## src/rtl/fsup_pkg.sv

```systemverilog
// ----------------------------------------------------------------------------
// Fault supervisor package
// Shared types, mode and advice codes, and register indexes for the fault
// supervisor state machine.
// ----------------------------------------------------------------------------
package fsup_pkg;

   localparam int LOSS_W    = 10;
   localparam int COUNT_W   = 16;
   localparam int MODE_W    = 3;
   localparam int ADVICE_W  = 2;
   localparam int CSR_IDX_W = 3;
   localparam int CSR_DAT_W = 16;

   // Supervisor modes.
   localparam logic [MODE_W-1:0] MODE_WAITING  = 3'd0;
   localparam logic [MODE_W-1:0] MODE_ARMING   = 3'd1;
   localparam logic [MODE_W-1:0] MODE_NORMAL   = 3'd2;
   localparam logic [MODE_W-1:0] MODE_DEGRADED = 3'd3;
   localparam logic [MODE_W-1:0] MODE_FAULT    = 3'd4;
   localparam logic [MODE_W-1:0] MODE_RECOVERY = 3'd5;

   // Action advice.
   localparam logic [ADVICE_W-1:0] ADV_NONE  = 2'd0;
   localparam logic [ADVICE_W-1:0] ADV_PAUSE = 2'd1;
   localparam logic [ADVICE_W-1:0] ADV_CLAMP = 2'd2;
   localparam logic [ADVICE_W-1:0] ADV_ESTOP = 2'd3;

   // Configuration register indexes.
   localparam logic [CSR_IDX_W-1:0] CSR_CRITICAL_LOSS = 3'd0;
   localparam logic [CSR_IDX_W-1:0] CSR_DEGRADED_LOSS = 3'd1;
   localparam logic [CSR_IDX_W-1:0] CSR_GRACE_TICKS   = 3'd2;
   localparam logic [CSR_IDX_W-1:0] CSR_COOLDOWN      = 3'd3;
   localparam logic [CSR_IDX_W-1:0] CSR_CLEAR_EN      = 3'd4;

   localparam logic [LOSS_W-1:0]  CRITICAL_LOSS_RESET = 10'd350;
   localparam logic [LOSS_W-1:0]  DEGRADED_LOSS_RESET = 10'd150;
   localparam logic [COUNT_W-1:0] GRACE_TICKS_RESET   = 16'd100;
   localparam logic [COUNT_W-1:0] COOLDOWN_RESET      = 16'd10;
   localparam logic               CLEAR_EN_RESET      = 1'b1;

   localparam logic [COUNT_W-1:0] COUNT_MAX = '1;

   typedef struct packed {
      logic              restart;
      logic              report_valid;
      logic              stop_button;
      logic              watchdog_ok;
      logic              chassis_ok;
      logic              deadlock_seen;
      logic [LOSS_W-1:0] loss_rate;
   } req_type;

   typedef struct packed {
      logic [MODE_W-1:0]   mode;
      logic [ADVICE_W-1:0] advice;
      logic                stop_requested;
   } rsp_type;

   typedef struct packed {
      logic [LOSS_W-1:0]  critical_loss_limit;
      logic [LOSS_W-1:0]  degraded_loss_limit;
      logic [COUNT_W-1:0] grace_ticks;
      logic [COUNT_W-1:0] cooldown_ticks;
      logic               clear_en;
   } cfg_type;

   typedef struct packed {
      logic              estop;
      logic              watchdog_ok;
      logic              chassis_ok;
      logic              deadlock;
      logic [LOSS_W-1:0] loss_rate;
   } report_type;

   typedef struct packed {
      logic [MODE_W-1:0]   mode;
      logic [ADVICE_W-1:0] advice;
      logic                health_seen;
      logic                stop_latch;
      logic                command_seen;
      report_type          held;
      logic [COUNT_W-1:0]  grace_count;
      logic [COUNT_W-1:0]  cooldown_count;
   } sup_state_type;

endpackage

```

## src/rtl/fsup_step.sv

```systemverilog
// ----------------------------------------------------------------------------
// Fault supervisor tick logic
// Computes the next supervisor state and the result of one tick from the
// current state, the configuration and the incoming request.
// ----------------------------------------------------------------------------
module fsup_step
   import fsup_pkg::*;
(
   input  sup_state_type cur,
   input  cfg_type       cfg,
   input  req_type       req,
   output sup_state_type nxt,
   output rsp_type       rsp
);

   report_type rep;
   logic       seen;
   logic       grace_open;
   logic       critical;
   logic       ready;
   logic       grace_restart;
   logic       cool_restart;

   always_comb begin
      nxt           = cur;
      grace_restart = 1'b0;
      cool_restart  = 1'b0;

      if (req.report_valid) begin
         rep.estop       = req.stop_button;
         rep.watchdog_ok = req.watchdog_ok;
         rep.chassis_ok  = req.chassis_ok;
         rep.deadlock    = req.deadlock_seen;
         rep.loss_rate   = req.loss_rate;
      end else begin
         rep = cur.held;
      end
      seen = cur.health_seen | req.report_valid;

      // Checks use the counter values from before this tick.
      grace_open = cur.grace_count < cfg.grace_ticks;
      critical = rep.estop | ~rep.watchdog_ok | (rep.loss_rate >= cfg.critical_loss_limit);
      ready    = ~cur.command_seen | (cur.cooldown_count >= cfg.cooldown_ticks);

      if (req.restart) begin
         nxt.mode        = MODE_WAITING;
         nxt.advice      = ADV_NONE;
         nxt.health_seen = 1'b0;
         nxt.stop_latch  = 1'b0;
         grace_restart   = 1'b1;
      end else begin
         nxt.held        = rep;
         nxt.health_seen = seen;
         if (!seen) begin
            nxt.mode   = MODE_WAITING;
            nxt.advice = ADV_NONE;
         end else if (critical) begin
            if (grace_open && !rep.estop) begin
               nxt.mode   = MODE_ARMING;
               nxt.advice = ADV_NONE;
            end else begin
               nxt.mode   = MODE_FAULT;
               nxt.advice = ADV_ESTOP;
               if (!cur.stop_latch && ready) begin
                  nxt.stop_latch   = 1'b1;
                  nxt.command_seen = 1'b1;
                  cool_restart     = 1'b1;
               end
            end
         end else if (rep.deadlock) begin
            nxt.mode   = MODE_DEGRADED;
            nxt.advice = ADV_PAUSE;
         end else if (!rep.chassis_ok || rep.loss_rate >= cfg.degraded_loss_limit) begin
            nxt.mode   = MODE_DEGRADED;
            nxt.advice = ADV_CLAMP;
         end else if (cur.mode == MODE_FAULT) begin
            // Health is back; without auto clear the fault is held.
            if (cfg.clear_en) begin
               nxt.mode         = MODE_RECOVERY;
               nxt.advice       = ADV_CLAMP;
               nxt.stop_latch   = 1'b0;
               nxt.command_seen = 1'b1;
               cool_restart     = 1'b1;
            end
         end else if (cur.mode != MODE_NORMAL) begin
            nxt.mode       = MODE_NORMAL;
            nxt.advice     = ADV_NONE;
            nxt.stop_latch = 1'b0;
         end
      end

      if (grace_restart)
         nxt.grace_count = '0;
      else if (cur.grace_count != COUNT_MAX)
         nxt.grace_count = cur.grace_count + 1'b1;

      if (cool_restart)
         nxt.cooldown_count = '0;
      else if (cur.cooldown_count != COUNT_MAX)
         nxt.cooldown_count = cur.cooldown_count + 1'b1;

      rsp.mode           = nxt.mode;
      rsp.advice         = nxt.advice;
      rsp.stop_requested = nxt.stop_latch;
   end

endmodule

```

## src/rtl/fault_supervisor_fsm.sv

```systemverilog
// ----------------------------------------------------------------------------
// Fault supervisor state machine
// An accepted request's result lands in the output register the next cycle.
// One request per cycle unless stalled, set by the single tick stage.
// A request is taken while the output register is empty or being drained.
// Synchronous active-high reset clears the supervisor state, the output
// valid and loads the register reset values.
// ----------------------------------------------------------------------------
module fault_supervisor_fsm
   import fsup_pkg::*;
(
   input  logic                 clock,
   input  logic                 reset,
   input  logic                 req_valid,
   output logic                 req_stall,
   input  req_type              req_data,
   output logic                 rsp_valid,
   input  logic                 rsp_stall,
   output rsp_type              rsp_data,
   input  logic                 csr_wr_en,
   input  logic [CSR_IDX_W-1:0] csr_index,
   input  logic [CSR_DAT_W-1:0] csr_wr_data
);

   cfg_type       cfg_ff;
   sup_state_type state_ff;
   sup_state_type state_in;
   rsp_type       rsp_ff;
   rsp_type       rsp_in;
   logic          rsp_valid_ff;
   logic          accept;

   assign req_stall = rsp_valid_ff & rsp_stall;
   assign accept    = req_valid & ~req_stall;
   assign rsp_valid = rsp_valid_ff;
   assign rsp_data  = rsp_ff;

   fsup_step u_step (
      .cur (state_ff),
      .cfg (cfg_ff),
      .req (req_data),
      .nxt (state_in),
      .rsp (rsp_in)
   );

   always_ff @(posedge clock) begin
      if (reset) begin
         cfg_ff.critical_loss_limit <= CRITICAL_LOSS_RESET;
         cfg_ff.degraded_loss_limit <= DEGRADED_LOSS_RESET;
         cfg_ff.grace_ticks         <= GRACE_TICKS_RESET;
         cfg_ff.cooldown_ticks      <= COOLDOWN_RESET;
         cfg_ff.clear_en            <= CLEAR_EN_RESET;
      end else if (csr_wr_en) begin
         case (csr_index)
            CSR_CRITICAL_LOSS: cfg_ff.critical_loss_limit <= csr_wr_data[LOSS_W-1:0];
            CSR_DEGRADED_LOSS: cfg_ff.degraded_loss_limit <= csr_wr_data[LOSS_W-1:0];
            CSR_GRACE_TICKS:   cfg_ff.grace_ticks         <= csr_wr_data[COUNT_W-1:0];
            CSR_COOLDOWN:      cfg_ff.cooldown_ticks      <= csr_wr_data[COUNT_W-1:0];
            CSR_CLEAR_EN:      cfg_ff.clear_en            <= csr_wr_data[0];
            default: ;
         endcase
      end
   end

   always_ff @(posedge clock) begin
      if (reset) begin
         state_ff     <= '0;
         rsp_valid_ff <= 1'b0;
      end else begin
         if (accept) begin
            state_ff     <= state_in;
            rsp_valid_ff <= 1'b1;
         end else if (!rsp_stall) begin
            rsp_valid_ff <= 1'b0;
         end
      end
   end

   always_ff @(posedge clock) begin
      if (accept)
         rsp_ff <= rsp_in;
   end

endmodule
```

## config.mk

```make
export PLATFORM = sky130hd
export DESIGN_NAME = fault_supervisor_fsm
export DESIGN_NICKNAME = d
export VERILOG_FILES = /design/src/rtl/fsup_pkg.sv /design/src/rtl/fsup_step.sv /design/src/rtl/fault_supervisor_fsm.sv
export SDC_FILE = /design/constraint.sdc
export NUM_CORES = 1
export LEC_CHECK = 0
export ABC_AREA = 1
export BUFFER_PORTS_ARGS = -buffer_cell sky130_fd_sc_hd__buf_4
export CELL_PAD_IN_SITES_DETAIL_PLACEMENT = 0
export CELL_PAD_IN_SITES_GLOBAL_PLACEMENT = 2
export CORE_UTILIZATION = 37
export CTS_CLUSTER_DIAMETER = 40
export DETAILED_ROUTE_END_ITERATION = 10
export MAX_ROUTING_LAYER = met4
export PLACE_DENSITY_LB_ADDON = 0.1
export SLEW_MARGIN = 20
export SYNTH_ARGS = -nofsm -noshare
export SYNTH_HDL_FRONTEND = slang
export SYNTH_HIERARCHICAL = 1
export SYNTH_SLANG_ARGS = --single-unit
```

## constraint.sdc

```tcl
create_clock -name clock -period 5.27 [get_ports clock]
set_input_delay 1.054 -clock clock [delete_from_list [all_inputs] [get_ports clock]]
set_output_delay 1.054 -clock clock [all_outputs]
set_load 0.03 [all_outputs]
```

==> summary.md, run 1 <==
| Metric | Value |
|---|---|
| Status | finished clean |
| CTS resizes | 0 |
| I/O Buffers | 47 |
| Initial Util | 0.380 |
| Drt drc | 0 |
| Avg Cell Area, Syn | 6.52 µm² |
| Leak Pwr | between 3 and 4 nW |
| Highest clock rate | roughly 310 MHz |
| Ranking of synthesized cells by area | dfxtp_1 30%, nor2_1 12%, nand2_1 11% |
| Via density | 4.69 |
| Crit. End Element | flip-flop |
| Nets | ~1200 |
| Detailed Place HPWL | around 14000 µm |
| Setup Fix Bufs, Post-CTS | 0 |
| H-tree depth | 4 |
| Fill count | between 2000 and 2500 |
| Vias | 6541 |
| WP data required | 5.58 ns |
| Register area share after synthesis | 0.327 |
| RSZ-0062 raised after global routing | false |
| Final setup viols | 0 |
| Cell count after synthesis | about 1100 |
| Hold Slack | between 0.4 and 0.5 ns |
| Sw frac | 0.277 |
| Syn nets | between 1000 and 1500 |
| Initial antenna violation count | 0 |
| TritonCTS clock tree | done |
| Internal | about 0.0018 W |
| MaxCap Viol Count | 0 |
| Antenna cells | 0 |
| Switching power | between 0.0007 and 0.0008 W |
| Clk Latency, worst-skew pair | roughly 0.42 ns |
| Largest area contributor in the synthesized netlist | dfxtp_1 |
| Worst IR Drop VDD | ~220 µV |
| First-pass GRT wire length | between 30000 and 40000 µm |
| Yosys warns | 6 |
| Total GRT Usage | 0.211 |
| TNS Setup | 0 ns |
| Clock Path Buffers | 2 |
| Root Driver | clkbuf_16 |
| Met1 Use GR | 0.288 |
| Num CTS Buffers | 17 |
| Top cell type's share of synthesized area | 0.302 |
| Die width | between 100 and 150 µm |
| Routed WL | approximately 19000 µm |
| Die area | ~20000 µm² |
| DR WL/cell | about 14 µm |
| Num ports | 48 |
| Share of cells above drive strength 1 | 0.0977 |
| Clock sinks | 114 |
| Slew Viols, Final | 0 |
| Largest net degree at the start of global routing | 59 |
| Dpl ws | 1.61 ns |
| Yosys cell types | 36 |
| RD Place Congestion | ~0.8 |
| Startpoint Class | input pin |
| Crit path time final | 3.21 ns |
| M3 GR Usage | 0.0391 |
| Logic pwr share | 0.154 |
| Post-route ant nets | 0 |
| Hold Buf Count CTS | 0 |
| Hold Path Class | flip-flop to flip-flop |
| Vias in the first global route | between 6000 and 7000 |
| Arrival @ worst endpoint | ~3.5 ns |
| Core Area | 18800 µm² |
| Global Route met2 Usage | 0.317 |
| Crit-path max FO | 26 |
| Final Core Density | 0.435 |
| Pre-antenna DRT Iters | 4 |
| Clk slew on worst S/H paths | 0.06 ns |
| FP Rows | 50 |
| Worst setup margin | roughly 2.1 ns |
| Fin. Hold Viols | 0 |
| Synth Register Bits | between 100 and 150 |
| Grt ovf | 0 |
| Synthesis-to-layout area growth | 14.5% |
| Period utilisation layout | 0.610 |
| Clock share of power | 0.466 |
| First DRT Iteration DRCs | 359 |
| Design Power | between 0.002 and 0.003 W |
| Cell Area, Synth | around 7200 µm² |
| Sequential share of power | 0.380 |
| GRT Max-Usage Layer | met2 |
| Least-Margin Pin Slew | a little over 1 ns |
| Slew headroom | 0.325 |
| Crit path kind | input pin to flip-flop |
| PwrDens | between 300 and 400 nW/µm² |
| Die Height | around 140 µm |
| Final Skew | approximately 0.008 ns |
-- cell type report --
| cell class | count | area (µm²) | share of cell area |
|---|---|---|---|
| multi-input combinational | 786 | 3970 | 0.484 |
| sequential | 114 | 2340 | 0.286 |
| inverter | 154 | 578 | 0.0705 |
| clock buffer | 23 | 478 | 0.0583 |
| timing repair buffer | 50 | 375 | 0.0458 |
| tap | 260 | 325 | 0.0397 |
| clock inverter | 9 | 129 | 0.0157 |
-- power groups by stage --
stage	Clock, W	Combinational, W	Sequential, W
after floorplan	0	0.000293	0.000981
after global placement	0	0.000396	0.000989
after detailed placement	0	0.000395	0.000989
after CTS	0.00122	0.000397	0.000971
after global routing	0.00127	0.000458	0.000978
final	0.00119	0.000393	0.000971
-- synthesized netlist by cell type --
library cell / n
nor3_1: 11
xnor2_1: 4
edfxtp_1: 6
nand3b_1: 2
nor2_4: 4
nor2_1: 231
or2_1: 2
nand3_1: 77
buf_1: 1
mux2i_1: 2
o21bai_1: 1
a31oi_1: 1
inv_2: 3
nand2_1: 218
xor2_1: 10
nor2_2: 9
o21a_1: 4
a21boi_0: 1
nand4_1: 9
o21ai_2: 1
clkinv_1: 2
nand2_2: 7
o21ai_1: 2
o211ai_1: 1
ha_1: 53
buf_2: 9
nor3_2: 6
a211oi_1: 3
o21ai_0: 95
buf_6: 7
buf_4: 10
clkbuf_1: 17
dfxtp_1: 108
inv_1: 149
a21oi_1: 31
nand3_4: 1
-- worst paths after layout --
| check | startpoint | end | slack [ns] | depth (start not counted) |
|---|---|---|---|---|
| setup reg to reg | state_ff[40]$_SDFFE_PP0P_ | state_ff[8]$_SDFFE_PP0P_ | 2.57 | 15 |
| setup / recovery | req_data[14] | state_ff[8]$_SDFFE_PP0P_ | 2.06 | 15 |
| hold / removal | cfg_ff[2]$_SDFFE_PP1P_ | cfg_ff[2]$_SDFFE_PP1P_ | 0.46 | 2 |
| hold reg to reg | cfg_ff[2]$_SDFFE_PP1P_ | cfg_ff[2]$_SDFFE_PP1P_ | 0.46 | 2 |
-- state kept, by name (all words and copies together), names as in the netlist --
register and cells:
state_ff 54, rsp_valid 1, cfg_ff 53, rsp_data 6
-- worst max-delay path: stages --
cell and delay (ns):
buf_4 0.20, o21ai_0 0.41, ha_1 0.33, nand2_1 0.09
nor2_1 0.06, o211ai_1 0.08, nand4_1 0.24, nor2_4 0.22
inv_1 0.11, nand2_2 0.09, nand3_4 0.21, nand2_1 0.15
inv_1 0.04, o21ai_0 0.15, nor2_1 0.05
-- routing by layer --
layer	share of wire	vias up
li1	-	3501
met3	0.035	15
met5	0	-
met2	0.43	105
met4	0.011	0
met1	0.53	2920
-- logic make-up (layout without fill, tap and decap cells) --
kind of cell | Yosys count | after routing | share of synthesized area
adder cells (fa/ha/maj) | 53 | 53 | 0.0927
buffers and inverters | 198 | 236 | 0.118
multiplexers | 2 | 2 | 0.00280
AND/OR/NAND/NOR | 577 | 577 | 0.340
AO/OA/AOI/OAI | 140 | 140 | 0.102
flip-flops | 114 | 114 | 0.327
XOR/XNOR | 14 | 14 | 0.0171
-- placed cells by master, fill, tap and decap left out, types with 3 or more instances in the layout --
cell type  instances
a211oi_1           3
a21oi_1           31
buf_4             50
bufinv_16          3
clkbuf_1           3
clkbuf_16         17
clkbuf_8           3
clkinv_2           3
dfxtp_1          108
edfxtp_1           6
ha_1              53
inv_1            149
inv_2              4
nand2_1          218
nand2_2            7
nand3_1           77
nand4_1            9
nor2_1           231
nor2_2             9
nor2_4             4
nor3_1            11
nor3_2             6
o21a_1             4
o21ai_0           95
xnor2_1            4
xor2_1            10
-- metrics by stage --
stage | cell area [µm²] | std cells
finish | 8200 | 1396
global route | 8200 | 1396
CTS | 8200 | 1396
detailed placement | 7590 | 1364
global placement | 7590 | 1364
floorplan | 7160 | 1098
(Power assumes the default switching activity.)
==> run 2, diff against run 1 <==
CORE_UTILIZATION = 31   (was 37)
clock period = 2.7 ns   (was 5.27 ns; I/O delays follow)
==> summary.md, run 2 (synthesized netlist as in run 1, its figures left out) <==
| Metric | Value |
|---|---|
| Cell mode on critical path | nand2_1 |
| Vias in the first global route | 6230 (+0.58%) |
| Antenna cells | 0 (unchanged) |
| DR WL/cell | 14.3 µm (+4.7%) |
| Post-route ant nets | 0 (unchanged) |
| Reg2reg setup slack | 0.29 ns (-2.28 ns) |
| Vias | 6647 (+1.6%) |
| PwrDens | 594 nW/µm² (+91%) |
| Detailed Place HPWL | 15000 µm (+9.6%) |
| Biggest register | state_ff |
| Crit path kind | input pin to flip-flop |
| Drt drc | 0 (unchanged) |
| FP Rows | 55 (+10%) |
| Clk slew on worst S/H paths | 0.06 ns (about the same) |
| Die width | 154 µm (+9.1%) |
| Share of cells above drive strength 1 | 0.127 (+0.0297) |
| Largest net degree at the start of global routing | 83 (+41%) |
| Most frequent cells in the layout | 231 x nor2_1, 218 x nand2_1, 148 x inv_1, 108 x dfxtp_1, 81 x o21ai_0 |
| TritonCTS clock tree | done |
| Slew headroom | 0.455 (+0.130) |
| Cell family with most CP delay | simple AND/OR/NAND/NOR gates |
| Routed WL | 20800 µm (+9.1%) |
| Arrival @ worst endpoint | 2.74 ns (-0.78 ns) |
| Num CTS Buffers | 17 (unchanged) |
| Worst R2R Path Depth | 15 (unchanged) |
| Num ports | 48 (unchanged) |
| FF-to-FF Start | state_ff[37]$_SDFFE_PP0P_ |
| Sw frac | 0.295 (+0.0177) |
| Sequential share of power | 0.373 (-0.007) |
| Startpoint Class | input pin |
| Max incr delay on CP | 0.26 ns (-0.15 ns) |
| Design Area, Final | 8520 µm² (+4.0%) |
| Grt ovf | 0 (unchanged) |
| RSZ-0062 raised after global routing | false |
| Fin. Hold Viols | 0 (unchanged) |
| Clk Latency, worst-skew pair | 0.42 ns (about the same) |
| Via density | 4.57 (-2.4%) |
| Clock Path Buffers | 2 (unchanged) |
| CP Cell Sequence | buf_6 -> buf_4 -> mux2i_4 -> ha_1 -> inv_1 -> nand2_1 -> a21oi_1 -> nor2_1 -> nor2_2 -> nand2_2 -> nor2_2 -> nand2_1 -> nand2_4 -> nand3_4 -> nand2_1 -> inv_1 -> o21ai_0 -> nor2_1 |
| Die area | 23700 µm² (+19%) |
| FF-to-FF End | state_ff[7]$_SDFFE_PP0P_ |
| Slew Viols, Final | 0 (unchanged) |
| Crit. End Element | flip-flop |
| Placed Instance Area | 7870 µm² (+3.7%) |
| H-tree depth | 4 (unchanged) |
| Clock sinks | 114 (unchanged) |
| Die Height | 154 µm (+9.1%) |
| Core Area | 22600 µm² (+20%) |
| Initial antenna violation count | 0 (unchanged) |
| CP Buf/Inv Count | 4 (+1) |
| Pre-antenna DRT Iters | 5 (+1) |
| Worst Hold Launch | reset |
| Period utilisation layout | 0.902 |
| Hold EP | rsp_valid$_SDFFE_PP0P_ |
| Hold Path Class | input pin to flip-flop |
| CP max-delay cell | mux2i_4 |
| First DRT Iteration DRCs | 288 (-20%) |
| Hold depth | 2 (unchanged) |
| MaxCap Viol Count | 0 (unchanged) |
| Highest clock rate | 411 MHz |
| Root Driver | clkbuf_16 |
| Leak Pwr | 4.09 nW (+4.0%) |
| Most common cell after layout, fill and taps aside | nor2_1 |
| Final setup viols | 0 (unchanged) |
| Max reg flops | 54 (unchanged) |
| Worst IR Drop VDD | 307 µV (+39%) |
| Status | finished clean |
| Least-Margin Pin Slew | 0.815 ns (-0.197 ns) |
| Synthesis-to-layout area growth | 19.1% |
| Total GRT Usage | 0.187 (-0.0240) |
| RD Place Congestion | 0.780 (-1.7%) |
| Crit path time final | ~2.4 ns |
| Initial Util | 0.316 (-0.0639) |
| First-pass GRT wire length | 33500 µm (+5.7%) |
| WP data required | 3.01 ns (-2.57 ns) |
| TNS Setup | 0 ns (unchanged) |
| Crit-path max FO | 20 (-23%) |
| Internal | 0.00357 W (+94%) |
| Final Skew | 0.0106 ns (+0.00265 ns) |
| I/O Buffers | 47 (unchanged) |
| Clock share of power | 0.456 (-0.010) |
| Logic pwr share | 0.171 (+0.017) |
| Nets | 1249 (+2.7%) |
| Hold Buf Count CTS | 0 (unchanged) |
| Switching power | 0.00150 W (+110%) |
run 2: changes by cell type in the layout (fill, tap and decap cells not counted), sizes merged:
cell | before | now
buf | 50 | 81
bufinv | 3 | 2
clkbuf | 23 | 20
clkinv | 5 | 7
clkinvlp | 2 | 4
nand3 | 78 | 80
run 2: layout make-up:
class | instances | area, µm²
Fill cell | 2456 | 14100
Timing Repair Buffer | 81 | 624
Tap cell | 285 | 357
Inverter | 154 | 578
Clock inverter | 12 | 131
Clock buffer | 20 | 468
Multi-Input combinational cell | 788 | 4020
Sequential cell | 114 | 2340
run 2: worst max path at each step:
| stage | start | endpoint | cells past startpoint |
|---|---|---|---|
| 2_1_floorplan | req_data[14] | state_ff[7]$_SDFFE_PP0P_ | 18 |
| 3_3_place_gp | req_data[14] | state_ff[1]$_SDFFE_PP0P_ | 18 |
| 3_5_place_dp | req_data[14] | state_ff[7]$_SDFFE_PP0P_ | 18 |
| 4_1_cts | req_data[14] | state_ff[7]$_SDFFE_PP0P_ | 18 |
| 5_1_grt | state_ff[35]$_SDFFE_PP0P_ | state_ff[7]$_SDFFE_PP0P_ | 16 |
| 6_report | req_data[14] | state_ff[7]$_SDFFE_PP0P_ | 18 |
run 2: metrics by stage:
stage          utilization  power, W  std cells  worst slack, ns  hold WS [ns]
2_1_floorplan            -   0.00249       1098         -0.00222         0.429
3_3_place_gp         0.348   0.00278       1420           -0.343         0.442
3_5_place_dp         0.348   0.00278       1420           -0.361         0.448
4_1_cts              0.374   0.00512       1452           0.0776         0.272
5_1_grt              0.376   0.00537       1454          0.00865         0.280
6_report             0.376   0.00507       1454            0.266         0.291
run 2: power groups by stage:
| stage | clock network [W] | registers (W) | logic, W |
|---|---|---|---|
| 2_1_floorplan | 0 | 0.00192 | 0.000579 |
| 3_3_place_gp | 0 | 0.00193 | 0.000850 |
| 3_5_place_dp | 0 | 0.00193 | 0.000850 |
| 4_1_cts | 0.00237 | 0.00189 | 0.000853 |
| 5_1_grt | 0.00246 | 0.00191 | 0.00100 |
| 6_report | 0.00231 | 0.00189 | 0.000867 |
run 2: layer usage:
layer  part of all wire  vias to the layer above  track usage
met3              0.036                       12       0.0369
li1                   -                     3581            -
met1               0.54                     2968        0.264
met2               0.42                       86        0.271
met4              0.012                        0       0.0438
met5                  0                        -            -
run 2: what timing repair did:
item                                    CTS  global route
buffers inserted                          0             0
hold endpoints to repair                  0             0
endpoints found under the setup margin    0            17
resized for setup                         0             6
